$ cat src/mcpc_pkg.sv
package mcpc_pkg;

    // Default sizes of the coefficient store
    localparam int ROD_COUNT_DEF  = 3;
    localparam int COEF_COUNT_DEF = 7;

    // Field widths
    localparam int REQ_W   = 2;
    localparam int ROD_W   = 2;
    localparam int CI_W    = 3;
    localparam int WORD_W  = 32;
    localparam int LIM_W   = 30;
    localparam int ITER_W  = 8;
    localparam int K_W     = 3;
    localparam int ACC_W   = 48;
    localparam int CFG_IDX_W  = 2;
    localparam int CFG_DATA_W = 30;

    // Divider operand widths: (error << 10) and the derivative accumulator
    localparam int DIV_NUM_W = 43;
    localparam int DIV_DEN_W = ACC_W;

    // Horner accumulator saturation bound
    localparam logic signed [ACC_W-1:0] ACC_LIM = 48'sh3FFF_FFFF_FFFF;

    // Register reset values
    localparam logic [LIM_W-1:0]  CURRENT_LIMIT_RST = 30'd107266808;
    localparam logic [LIM_W-1:0]  TOLERANCE_RST     = 30'd107374;
    localparam logic [LIM_W-1:0]  THRESHOLD_RST     = 30'd107374;
    localparam logic [ITER_W-1:0] MAX_ITER_RST      = 8'd100;

    // Configuration register indexes
    typedef enum logic [CFG_IDX_W-1:0] {
        CFG_CURRENT_LIMIT = 2'd0,
        CFG_TOLERANCE     = 2'd1,
        CFG_THRESHOLD     = 2'd2,
        CFG_MAX_ITER      = 2'd3
    } cfg_idx_t;

    // Request codes
    typedef enum logic [REQ_W-1:0] {
        REQ_LOAD = 2'd0,
        REQ_FWD  = 2'd1,
        REQ_INV  = 2'd2,
        REQ_NONE = 2'd3
    } req_t;

    // Datapath operations
    typedef enum logic [4:0] {
        OP_NOP,
        OP_CAPTURE,
        OP_STORE,
        OP_READ,
        OP_INIT,
        OP_MUL0,
        OP_MUL1,
        OP_MUL2,
        OP_MUL3,
        OP_ACC,
        OP_FWD_OUT,
        OP_INV_SETUP,
        OP_DER_END,
        OP_DIV_START,
        OP_MOM_UPD,
        OP_NAMP,
        OP_NAMP_ZERO,
        OP_INV_OUT,
        OP_FINISH
    } op_t;

    // Controller to datapath
    typedef struct packed {
        op_t            op;
        logic           rd;
        logic [K_W-1:0] k;
        logic           deriv;
        logic           use_mom;
    } dp_cmd_t;

    // Datapath to controller
    typedef struct packed {
        req_t req;
        logic x_zero;
        logic small_cur;
        logic acc_zero;
        logic div_done;
        logic mom_zero;
        logic stop;
    } dp_stat_t;

endpackage

$ cat src/mcpc_ctrl.sv
module mcpc_ctrl #(
    parameter int COEF_COUNT = mcpc_pkg::COEF_COUNT_DEF
) (
    input  logic               clk,
    input  logic               rst_n,
    input  logic               in_valid,
    output logic               in_ready,
    output logic               out_valid,
    input  logic               out_ready,
    output mcpc_pkg::dp_cmd_t  cmd,
    input  mcpc_pkg::dp_stat_t stat
);

    import mcpc_pkg::*;

    localparam logic [K_W-1:0] K_TOP = K_W'(COEF_COUNT - 1);

    typedef enum logic [4:0] {
        S_IDLE,
        S_DISPATCH,
        S_STORE,
        S_INV_SETUP,
        S_EV_RD,
        S_EV_INIT,
        S_M0,
        S_M1,
        S_M2,
        S_M3,
        S_ACC,
        S_EV_END,
        S_DIV_GO,
        S_DIV_WAIT,
        S_MOM_CHK,
        S_CHECK,
        S_DONE
    } state_t;

    typedef enum logic [1:0] {
        M_FWD,
        M_DER,
        M_NMP
    } mode_t;

    state_t         state_reg;
    mode_t          mode_reg;
    logic [K_W-1:0] k_reg;
    logic           out_valid_reg;
    logic           deriv;
    logic [K_W-1:0] k_low;

    always_comb
    begin
        deriv = (mode_reg == M_DER);
        k_low = deriv ? K_W'(1) : '0;
    end

    // Command decode
    always_comb
    begin
        cmd.op      = OP_NOP;
        cmd.rd      = 1'b0;
        cmd.k       = k_reg;
        cmd.deriv   = deriv;
        cmd.use_mom = (mode_reg != M_FWD);
        case (state_reg)
            S_IDLE:      cmd.op = in_valid ? OP_CAPTURE : OP_NOP;
            S_STORE:     cmd.op = OP_STORE;
            S_INV_SETUP: cmd.op = OP_INV_SETUP;
            S_EV_RD:
            begin
                cmd.op = OP_READ;
                cmd.rd = 1'b1;
                cmd.k  = K_TOP;
            end
            S_EV_INIT:
            begin
                cmd.op = OP_INIT;
                cmd.k  = K_TOP;
            end
            S_M0:        cmd.op = OP_MUL0;
            S_M1:        cmd.op = OP_MUL1;
            S_M2:        cmd.op = OP_MUL2;
            S_M3:
            begin
                cmd.op = OP_MUL3;
                cmd.rd = 1'b1;
            end
            S_ACC:       cmd.op = OP_ACC;
            S_EV_END:
            begin
                case (mode_reg)
                    M_FWD:   cmd.op = OP_FWD_OUT;
                    M_DER:   cmd.op = OP_DER_END;
                    default: cmd.op = OP_NAMP;
                endcase
            end
            S_DIV_GO:    cmd.op = OP_DIV_START;
            S_DIV_WAIT:  cmd.op = stat.div_done ? OP_MOM_UPD : OP_NOP;
            S_MOM_CHK:   cmd.op = stat.mom_zero ? OP_NAMP_ZERO : OP_NOP;
            S_CHECK:     cmd.op = OP_INV_OUT;
            S_DONE:      cmd.op = (!out_valid_reg || out_ready) ? OP_FINISH : OP_NOP;
            default:     cmd.op = OP_NOP;
        endcase
    end

    // Sequencer
    always_ff @(posedge clk or negedge rst_n)
    begin
        if (!rst_n)
        begin
            state_reg     <= S_IDLE;
            mode_reg      <= M_FWD;
            k_reg         <= '0;
            out_valid_reg <= 1'b0;
        end
        else
        begin
            // S_DONE handles its own output transfer
            if (out_valid_reg && out_ready && (state_reg != S_DONE))
            begin
                out_valid_reg <= 1'b0;
            end
            case (state_reg)
                S_IDLE:
                begin
                    if (in_valid)
                    begin
                        state_reg <= S_DISPATCH;
                    end
                end
                S_DISPATCH:
                begin
                    case (stat.req)
                        REQ_LOAD: state_reg <= S_STORE;
                        REQ_FWD:
                        begin
                            mode_reg  <= M_FWD;
                            state_reg <= stat.x_zero ? S_DONE : S_EV_RD;
                        end
                        REQ_INV:  state_reg <= stat.small_cur ? S_DONE : S_INV_SETUP;
                        default:  state_reg <= S_DONE;
                    endcase
                end
                S_STORE:
                begin
                    state_reg <= S_DONE;
                end
                S_INV_SETUP:
                begin
                    mode_reg  <= M_DER;
                    state_reg <= S_EV_RD;
                end
                S_EV_RD:
                begin
                    k_reg     <= K_TOP - 1'b1;
                    state_reg <= S_EV_INIT;
                end
                S_EV_INIT:
                begin
                    state_reg <= (k_reg < k_low) ? S_EV_END : S_M0;
                end
                S_M0: state_reg <= S_M1;
                S_M1: state_reg <= S_M2;
                S_M2: state_reg <= S_M3;
                S_M3: state_reg <= S_ACC;
                S_ACC:
                begin
                    if (k_reg == k_low)
                    begin
                        state_reg <= S_EV_END;
                    end
                    else
                    begin
                        k_reg     <= k_reg - 1'b1;
                        state_reg <= S_M0;
                    end
                end
                S_EV_END:
                begin
                    case (mode_reg)
                        M_FWD:   state_reg <= S_DONE;
                        M_DER:   state_reg <= stat.acc_zero ? S_DONE : S_DIV_GO;
                        default: state_reg <= S_CHECK;
                    endcase
                end
                S_DIV_GO:
                begin
                    state_reg <= S_DIV_WAIT;
                end
                S_DIV_WAIT:
                begin
                    if (stat.div_done)
                    begin
                        state_reg <= S_MOM_CHK;
                    end
                end
                S_MOM_CHK:
                begin
                    if (stat.mom_zero)
                    begin
                        state_reg <= S_CHECK;
                    end
                    else
                    begin
                        mode_reg  <= M_NMP;
                        state_reg <= S_EV_RD;
                    end
                end
                S_CHECK:
                begin
                    if (stat.stop)
                    begin
                        state_reg <= S_DONE;
                    end
                    else
                    begin
                        mode_reg  <= M_DER;
                        state_reg <= S_EV_RD;
                    end
                end
                S_DONE:
                begin
                    if (!out_valid_reg || out_ready)
                    begin
                        out_valid_reg <= 1'b1;
                        state_reg     <= S_IDLE;
                    end
                end
                default:
                begin
                    state_reg <= S_IDLE;
                end
            endcase
        end
    end

    assign in_ready  = (state_reg == S_IDLE);
    assign out_valid = out_valid_reg;

endmodule

$ cat config.mk
export PLATFORM = sky130hd
export DESIGN_NAME = mcpc_ctrl
export DESIGN_NICKNAME = d
export VERILOG_FILES = /design/src/mcpc_pkg.sv /design/src/mcpc_ctrl.sv
export SDC_FILE = /design/constraint.sdc
export NUM_CORES = 1
export LEC_CHECK = 0
export BUFFER_PORTS_ARGS = -buffer_cell sky130_fd_sc_hd__buf_2
export CORE_MARGIN = 2
export CORE_UTILIZATION = 30
export DETAILED_ROUTE_END_ITERATION = 7
export SKIP_LAST_GASP = 1
export SLEW_MARGIN = 10
export SYNTH_ARGS = -nofsm -noshare
export SYNTH_HDL_FRONTEND = slang
export SYNTH_SLANG_ARGS = --single-unit
$ cat constraint.sdc
create_clock -name clk -period 3 [get_ports clk]
set_input_delay 0.6 -clock clk [delete_from_list [all_inputs] [get_ports clk]]
set_output_delay 0.6 -clock clk [all_outputs]
set_load 0.03 [all_outputs]
==> results.md, run 1 <==
* I/O Buffers at 24
* Cells after Synth at ~140
* Num ports at 25
* Place WS at 0.597 ns
* Combinational share of power at between 60% and 70%
* Rows at 21
* Synth Area in Adders at ~2.3%
* Hold Crit Class: in -> async
* Layout cell share with drive strength beyond 1 at a little under a quarter
* Final Slew Violations at 0
* Routed Antenna Nets at 0
* Setup Buffers After CTS at 0
* Routed len/inst at 13.8 um
* Vias/cell at between 5 and 6
* Die area at around 4100 um^2
* Max clock buf depth at 2
* Total core area at approximately 3400 um^2
* Initial core utilization at between 30% and 40%
* Die W at around 64 um
* Ys flop type: dfrtp_1
* Via count at roughly 1100
* Outcome: finished, final reports clean
* Register area share after synthesis at about a quarter
* Final #Nets at approximately 180
* First-pass GRT wire length at about 4.7 mm
* CP Capture Type: output pin
* FILL cells at between 300 and 400
* Number of synthesized flops with an enable pin at 0
* Sw Ratio at a little under three fifths
* Top post-synthesis cells by area: dfrtp_1 25%, nand2b_1 4.6%, nor2_1 4.1%, o21ai_0 3.7%, and3_1 3.4%
* Synthesized cell area at 1090 um^2
* Relative slew slack at a little under three fifths
* Starting DRT DRC Count at 42
* Pint at around 590 uW
* Final core occ at a little under two fifths
* Ratio of final minimum period to clock period at 90.9%
* RSZ-0062 raised after global routing: false
* Placer Congestion at ~0.96
* P&R area growth vs syn at 15.3%
* Worst slew pin tran at 0.647 ns
* Net switching power at roughly 750 uW
* # setup viols final at 0
* Worst path arrival time at ~2.1 ns
* Post-DP HPWL at 2.25 mm
* Post-route non-filler standard cell count at roughly 210
* Worst-path maximum fanout at 20
* Post-synth cell types at 48
* LEAKAGE at roughly 0.57 nW
* VDD IR max at 0.000441 V
* Simple-gate share of the synthesized area at 33.0%
* Clk root buf: clkbuf_4
* Tot Pwr at between 1 and 1.5 mW
* Setup WS post-layout at 0.274 ns
* Worst skew pair latency at about 0.26 ns
* Largest family of logic cells by synthesized area: simple AND/OR/NAND/NOR gates
* CP startpoint: state_reg[1]
* Syn Nets at between 150 and 200
* Post-synthesis async set-or-reset flop share at 100%
* Xor/xnor share of the synthesized area at less than 1%
* Fin. Hold Viols at 0
* Clk slew on worst S/H paths at roughly 0.070 ns
* Setup TNS at 0 ns
* Final min period at about 2.7 ns
* DRC violations left at 0
* Synth warnings at 0
* WP data required at around 2.4 ns
* Vias in the first global route at approximately 1000
* Die Span Y at around 64 um
* Placed cell areas at around 1200 um^2
* Min Hold Slack at ~0.19 ns
* Setup crit start kind: register
* Initial antenna violation count at 0
* Maximum clock frequency at ~370 MHz
* Total Routing Usage GR at between 10% and 20%
* Post-synthesis mux area share at 0%
* Antenna cell count at 0
* H-tree levels at 1
* Synth Area in Compound Gates at about 30%
* Post_cts resized at 0
* Max reg flops at 5
* Register area at between 200 and 300 um^2
* Sink Count at 11
* CTS tree: yes
* Worst flop-to-flop path startpoint: state_reg[0]
* First-pass DRT Iterations at 4
* Flop pwr share at between 20% and 30%
* DRT Wirelength at approximately 2.9 mm
* Post-route cell area at around 1300 um^2
* Largest net degree at the start of global routing at 21
* # hold bufs at CTS at 0
* Remaining global-route overflow at 0
* Kind of critical path: reg -> out
* Num CTS Buffers at 3
* Top cell type's share of synthesized area at ~25%
* Max cap viols at 0
* Yosys top cell by area: dfrtp_1
* Syn Area/Cell at just under 8 um^2
* Power Density at around 1100 nW/um^2
* Flops & latches, synth at 11
* Clk pwr share at 7.4%
* Worst Clk Skew at approximately 0.0056 ns
* DP Cell Count at between 200 and 250
* Multi-input gate area at ~720 um^2
## synth_stat cells, types with 2 or more instances
library cell / number
dfrtp_1: 11
o22ai_1: 3
nor3_1: 7
buf_2: 5
nand2_1: 10
a21boi_0: 2
nand4_1: 2
a31oi_1: 2
a221oi_1: 2
o31ai_1: 2
nor2b_1: 4
o21a_1: 2
a21o_1: 2
ha_1: 2
inv_1: 9
a21oi_1: 5
o21ai_0: 8
a32oi_1: 2
clkbuf_1: 2
buf_4: 2
o211ai_1: 2
or2_2: 2
nand3_1: 5
and3_1: 6
nor2_1: 12
nand2b_1: 8
## final cells by class
type                    instances  share of cell area (%)
clock buffers                   4                    2.09
inverters                       9                    2.68
multi-input cells             111                    57.5
flip-flops and latches         11                    21.8
well taps                      46                    4.57
repair buffers                 27                    11.3
## critical path, stage by stage, from the launching register on
cell      delay, ns
dfrtp_1        0.76
nand2b_1       0.26
nor3_1         0.40
a21oi_1        0.11
o21ai_0        0.10
buf_2          0.22
## power groups by stage
stage                     clock network (mW)  logic (mW)  registers (mW)
after floorplan                            0       0.780           0.256
after global routing                   0.110       0.979           0.348
after CTS                              0.103       0.907           0.330
after detailed placement                   0       0.904           0.333
after global placement                     0       0.899           0.331
final                                 0.0987       0.903           0.335
## path summary, 6_finish.rpt
check                                    end  cells after the start  slack, ns
worst min-delay path                k_reg[1]                      1       0.19
max in group asynchronous       state_reg[3]                      1       2.60
worst max-delay path                  cmd[6]                      5       0.27
worst max register to register   mode_reg[0]                      5       0.99
worst min register to register      k_reg[0]                      1       0.48
min in group clk                    k_reg[0]                      1       0.48
## cell usage in the layout (no fill, tap or decap), types with 3 or more instances in the layout
cell type  count
dfrtp_1       11
a21oi_1        5
clkbuf_4       3
nor2_1        12
buf_4          3
and3_1         6
buf_2         24
nor3_1         7
o21ai_0        8
inv_1          9
nand2b_1       8
nor2b_1        4
nand3_1        5
o22ai_1        3
nand2_1       10
## cells by family after synthesis
kind of cell	count (synthesis)
AO/OA/AOI/OAI	44
adder cells (fa/ha/maj)	2
buffers and inverters	19
XOR/XNOR	1
flip-flops	11
AND/OR/NAND/NOR	64
## routing by layer
| metal | track usage, % | vias to the layer above | routed length (um) |
|---|---|---|---|
| met4 | 3.19 | 0 | 25 |
| li1 | - | 569 | - |
| met3 | 2.29 | 2 | 106 |
| met2 | 23.4 | 28 | 1350 |
| met5 | 0 | - | 0 |
| met1 | 20.0 | 530 | 1380 |
Note: power is estimated with default switching activity, not from simulation.
==> inputs of run 2 (changes only) <==
--- a/config.mk
+++ b/config.mk
@@ -5,10 +5,11 @@
 export SDC_FILE = /design/constraint.sdc
 export NUM_CORES = 1
 export LEC_CHECK = 0
-export BUFFER_PORTS_ARGS = -buffer_cell sky130_fd_sc_hd__buf_2
+export CORE_ASPECT_RATIO = 1.1
 export CORE_MARGIN = 2
 export CORE_UTILIZATION = 30
 export DETAILED_ROUTE_END_ITERATION = 7
+export DONT_BUFFER_PORTS = 1
 export SKIP_LAST_GASP = 1
 export SLEW_MARGIN = 10
 export SYNTH_ARGS = -nofsm -noshare
==> results.md, run 2 (same netlist as run 1, synthesis figures left out) <==
* Num ports at 25 (unchanged)
* Worst slew pin tran at 0.618 ns (-0.0292 ns)
* Vias in the first global route at 1065 (+2.2%)
* Tot Pwr at 1.35 mW (+0.84%)
* Die area at 4140 um^2 (about the same)
* Setup TNS at 0 ns (unchanged)
* LEAKAGE at 0.494 nW (-13%)
* VDD IR max at 0.000315 V (-29%)
* Die W at 61.5 um (-4.4%)
* # hold bufs at CTS at 0 (unchanged)
* CTS tree: yes
* Final Slew Violations at 0 (unchanged)
* Post-DP HPWL at 2.28 mm (+1.5%)
* DRT Wirelength at 2.90 mm (+1.2%)
* Routed Antenna Nets at 0 (unchanged)
* CP Capture Type: output pin
* # setup viols final at 0 (unchanged)
* P&R area growth vs syn at 9.28%
* Place WS at 0.650 ns (+0.0534 ns)
* Layout cell share with drive strength beyond 1 at 12.0% (-11 points)
* Max Used Layer: met4
* Outcome: finished, final reports clean
* Power Density at 1130 nW/um^2 (+6.4%)
* Worst skew pair latency at 0.24 ns (-0.02 ns)
* Cells along the critical path: nand2b_1 -> nor3_1 -> a21oi_1 -> o21ai_0 -> buf_4
* Leading cell type in the layout, fill and taps excluded: nor2_1
* Worst stage delay on the critical path at 0.73 ns (-0.03 ns)
* Setup crit start kind: register
* RSZ-0062 raised after global routing: false
* Clk slew on worst S/H paths at 0.05 ns (-0.02 ns)
* Most frequent cells in the layout: 12 x nor2_1, 11 x dfrtp_1, 10 x nand2_1
* Placer Congestion at 0.860 (-10%)
* Total Routing Usage GR at 15.2% (+0.79 points)
* Initial antenna violation count at 0 (unchanged)
* Clk root buf: clkbuf_8
* WL met3 at 174 um (+64%)
* WL met1 at 1.21 mm (-12%)
* Routed len/inst at 15.1 um (+9.6%)
* First-pass GRT wire length at 4.73 mm (unchanged)
* Die Span Y at 67.3 um (+4.6%)
* Largest net degree at the start of global routing at 21 (unchanged)
* Remaining global-route overflow at 0 (unchanged)
* Kind of critical path: reg -> out
* Routed met2 length at 1.42 mm (+5.3%)
* Worst Clk Skew at 0.00350 ns (-0.00213 ns)
* H-tree levels at 1 (unchanged)
* Ratio of final minimum period to clock period at 87.9% (-3.0 points)
* DP Cell Count at 188 (-7.8%)
* Relative slew slack at 58.8% (+1.9 points)
* Maximum clock frequency at 379 MHz (+3.4%)
* Post-route non-filler standard cell count at 192 (-7.7%)
* Slowest CP cell: dfrtp_1
* Sink Count at 11 (unchanged)
* Hold Crit Class: in -> async
* Worst-path maximum fanout at 20 (unchanged)
* Max reg flops at 5 (unchanged)
* Setup WS post-layout at 0.363 ns (+0.0891 ns)
* Vias/cell at 5.68 (+4.7%)
* Max cap viols at 0 (unchanged)
* Buf+Inv Stages, Crit Path at 1 (unchanged)
* I/O Buffers at 0 (-100%)
* Family with the most delay on the worst path: flip-flops
* Worst path arrival time at 2.04 ns (-0.09 ns)
* Num CTS Buffers at 3 (unchanged)
* Rows at 23 (+9.5%)
* Antenna cell count at 0 (unchanged)
* Final min period at 2.64 ns (-0.0891 ns)
* Total core area at 3570 um^2 (+4.5%)
* Max clock buf depth at 2 (unchanged)
* First-pass DRT Iterations at 4 (unchanged)
* Starting DRT DRC Count at 74 (+76%)
* Fin. Hold Viols at 0 (unchanged)
* Setup Buffers After CTS at 0 (unchanged)
* Post_cts resized at 0 (unchanged)
* Via count at 1091 (-3.4%)
* WP data required at 2.40 ns (about the same)
* Final #Nets at 157 (-11%)
* Initial core utilization at 30.6% (-1.4 points)
* DRC violations left at 0 (unchanged)
[run 2: power by group]
part,total (mW),switching [mW],leakage (nW),internal [mW]
Clock,0.148,0.0546,0.0228,0.0932
Combinational,0.857,0.548,0.332,0.308
Sequential,0.343,0.143,0.139,0.200
[run 2: worst paths after layout]
kind / from / endpoint / slack (ns) / depth (start not counted)
min reg2reg: k_reg[0] / k_reg[0] / 0.47 / 1
min in group clk: k_reg[0] / k_reg[0] / 0.47 / 1
max reg2reg: mode_reg[1] / k_reg[2] / 1.04 / 7
max: state_reg[3] / cmd[6] / 0.36 / 5
max in group asynchronous: rst_n / out_valid / 2.87 / 0
min: rst_n / state_reg[3] / 0.06 / 0
[run 2: final cells by class]
| type | count | area, um^2 |
|---|---|---|
| Fill cell | 405 | 2370 |
| Clock buffer | 4 | 45.0 |
| Multi-Input combinational cell | 111 | 724 |
| Tap cell | 50 | 62.6 |
| Inverter | 9 | 33.8 |
| Sequential cell | 11 | 275 |
| Timing Repair Buffer | 7 | 52.6 |
[run 2: metrics by stage]
stage / area [um^2] / util [%] / hold WS [ns]
finish: 1190 / 33.5 / 0.0553
global placement: 1150 / 32.2 / 0.305
CTS: 1190 / 33.5 / 0.0507
floorplan: 1090 / - / 0.304
global route: 1190 / 33.5 / 0.0454
detailed placement: 1150 / 32.2 / 0.305
[run 2: worst register-to-register path: stages (launching register included)]
cell and delay (ns):
dfrtp_1 0.41, inv_1 0.10, nand2_1 0.08, inv_1 0.26, ha_1 0.33, a2111oi_4 0.43, a211oi_1 0.13, a31oi_1 0.14
[run 2: per-layer routing]
metal,track usage [%],vias to the layer above
met5,0,-
met4,9.04,0
met3,3.45,8
met2,24.1,42
met1,18.4,517
li1,-,524
==> inputs of run 3 (changes only) <==
==> constraint.sdc (replaced) <==
create_clock -name clk -period 3 [get_ports clk]
set_input_delay 0.6 -clock clk [delete_from_list [all_inputs] [get_ports clk]]
set_output_delay 0.6 -clock clk [all_outputs]
set_load 0.005 [all_outputs]
==> results.md, run 3 (same netlist as run 1, synthesis figures left out) <==
* Clk root buf: clkbuf_8
* CP Capture Type: output pin
* H-tree levels at 1 (unchanged)
* Placer Congestion at 0.911 (+5.8%)
* Worst path arrival time at 1.93 ns (-0.11 ns)
* DRC violations left at 0 (unchanged)
* P&R area growth vs syn at 4.47%
* Antenna cell count at 0 (unchanged)
* Final min period at 2.53 ns (-0.111 ns)
* Final #Nets at 150 (-4.5%)
* Worst Clk Skew at 0.00253 ns (-0.000967 ns)
* First-pass DRT Iterations at 4 (unchanged)
* Initial core utilization at 30.6% (unchanged)
* FILL cells at 403 (-0.49%)
* Die W at 61.5 um (unchanged)
* RSZ-0062 raised after global routing: false
* Relative slew slack at 49.1% (-9.7 points)
* Sink Count at 11 (unchanged)
* Worst skew pair latency at 0.24 ns (about the same)
* Multi-input gate area at 724 um^2 (unchanged)
* VDD IR max at 0.000265 V (-16%)
* Vias in the first global route at 984 (-7.6%)
* Setup Buffers After CTS at 0 (unchanged)
* # setup viols final at 0 (unchanged)
* Register area at 275 um^2 (unchanged)
* Place WS at 0.751 ns (+0.101 ns)
* Max reg flops at 5 (unchanged)
* I/O Buffers at 0 (unchanged)
* Setup crit start kind: register
* Largest net degree at the start of global routing at 27 (+29%)
* Remaining global-route overflow at 0 (unchanged)
* Starting DRT DRC Count at 46 (-38%)
* LEAKAGE at 0.457 nW (-7.4%)
* Die Span Y at 67.3 um (unchanged)
* Num ports at 25 (unchanged)
* Total core area at 3570 um^2 (unchanged)
* Maximum clock frequency at 396 MHz (+4.4%)
* Layout cell share with drive strength beyond 1 at 7.41% (-4.6 points)
* Hold Crit Class: in -> async
* Min Hold Slack at 0.0534 ns (-0.00189 ns)
* # hold bufs at CTS at 0 (unchanged)
* Ratio of final minimum period to clock period at 84.2% (-3.7 points)
* Outcome: finished, final reports clean
* DP Cell Count at 181 (-3.7%)
* Routed Antenna Nets at 0 (unchanged)
* Die area at 4140 um^2 (unchanged)
* Setup WS post-layout at 0.474 ns (+0.111 ns)
* CTS tree: yes
* Tot Pwr at 1.08 mW (-20%)
* Post-route cell area at 1140 um^2 (-4.4%)
* Rows at 23 (unchanged)
* WP data required at 2.40 ns (about the same)
* Kind of critical path: reg -> out
* Post_cts resized at 0 (unchanged)
* Max cap viols at 0 (unchanged)
* Clk slew on worst S/H paths at 0.05 ns (about the same)
* Max clock buf depth at 2 (unchanged)
* Post-route non-filler standard cell count at 185 (-3.6%)
* Total Routing Usage GR at 14.8% (-0.41 points)
* Via count at 1059 (-2.9%)
* Most frequent cells in the layout: 12 x nor2_1, 11 x dfrtp_1, 10 x nand2_1
* Final Slew Violations at 0 (unchanged)
* Setup TNS at 0 ns (unchanged)
* Power Density at 948 nW/um^2 (-16%)
* DRT Wirelength at 2.76 mm (-4.6%)
* Leading cell type in the layout, fill and taps excluded: nor2_1
* Vias/cell at 5.72 (+0.74%)
* Final core occ at 32.0% (-1.5 points)
* First-pass GRT wire length at 4.57 mm (-3.5%)
* Routed len/inst at 14.9 um (-0.95%)
* Num CTS Buffers at 3 (unchanged)
* Initial antenna violation count at 0 (unchanged)
* Worst-path maximum fanout at 20 (unchanged)
* Placed cell areas at 1100 um^2 (-4.6%)
* Worst slew pin tran at 0.763 ns (+0.145 ns)
* Fin. Hold Viols at 0 (unchanged)
* Post-DP HPWL at 2.17 mm (-5.0%)
## run 3: cell types whose count changed in the layout (fill, tap and decap cells not counted), sizes merged
cell | before | now
buf | 7 | 0
## run 3: worst paths after layout
kind / from / to / slack, ns / cells after the start
setup reg to reg: state_reg[0] / mode_reg[1] / 1.02 / 4
max in group asynchronous: rst_n / k_reg[0] / 2.88 / 0
min in group clk: k_reg[0] / k_reg[0] / 0.47 / 1
hold / removal: rst_n / k_reg[2] / 0.05 / 0
hold reg to reg: k_reg[0] / k_reg[0] / 0.47 / 1
setup / recovery: state_reg[1] / cmd[6] / 0.47 / 4
## run 3: cell type report
| type | count | share of cell area (%) |
|---|---|---|
| clock buffers | 4 | 3.95 |
| multi-input cells | 111 | 63.5 |
| inverters | 9 | 2.96 |
| flip-flops and latches | 11 | 24.1 |
| well taps | 50 | 5.48 |
## run 3: routing by layer
metal	vias to the layer above	wire length [um]	global-route usage, %
met5	-	0	0
met4	0	108	8.51
met3	10	165	3.07
met2	46	1340	23.4
met1	494	1150	18.2
li1	509	-	-
## run 3: worst max-delay path: stages (launching register included)
cell      delay [ns]
dfrtp_1         0.75
nand2b_1        0.27
nor3_1          0.39
a21oi_1         0.14
o21ai_0         0.14
## run 3: report_power, final
| part | total (mW) | internal, mW | switching, mW |
|---|---|---|---|
| clock network | 0.148 | 0.0933 | 0.0550 |
| registers | 0.369 | 0.199 | 0.171 |
| logic | 0.564 | 0.250 | 0.315 |
| total | 1.08 | 0.542 | 0.540 |
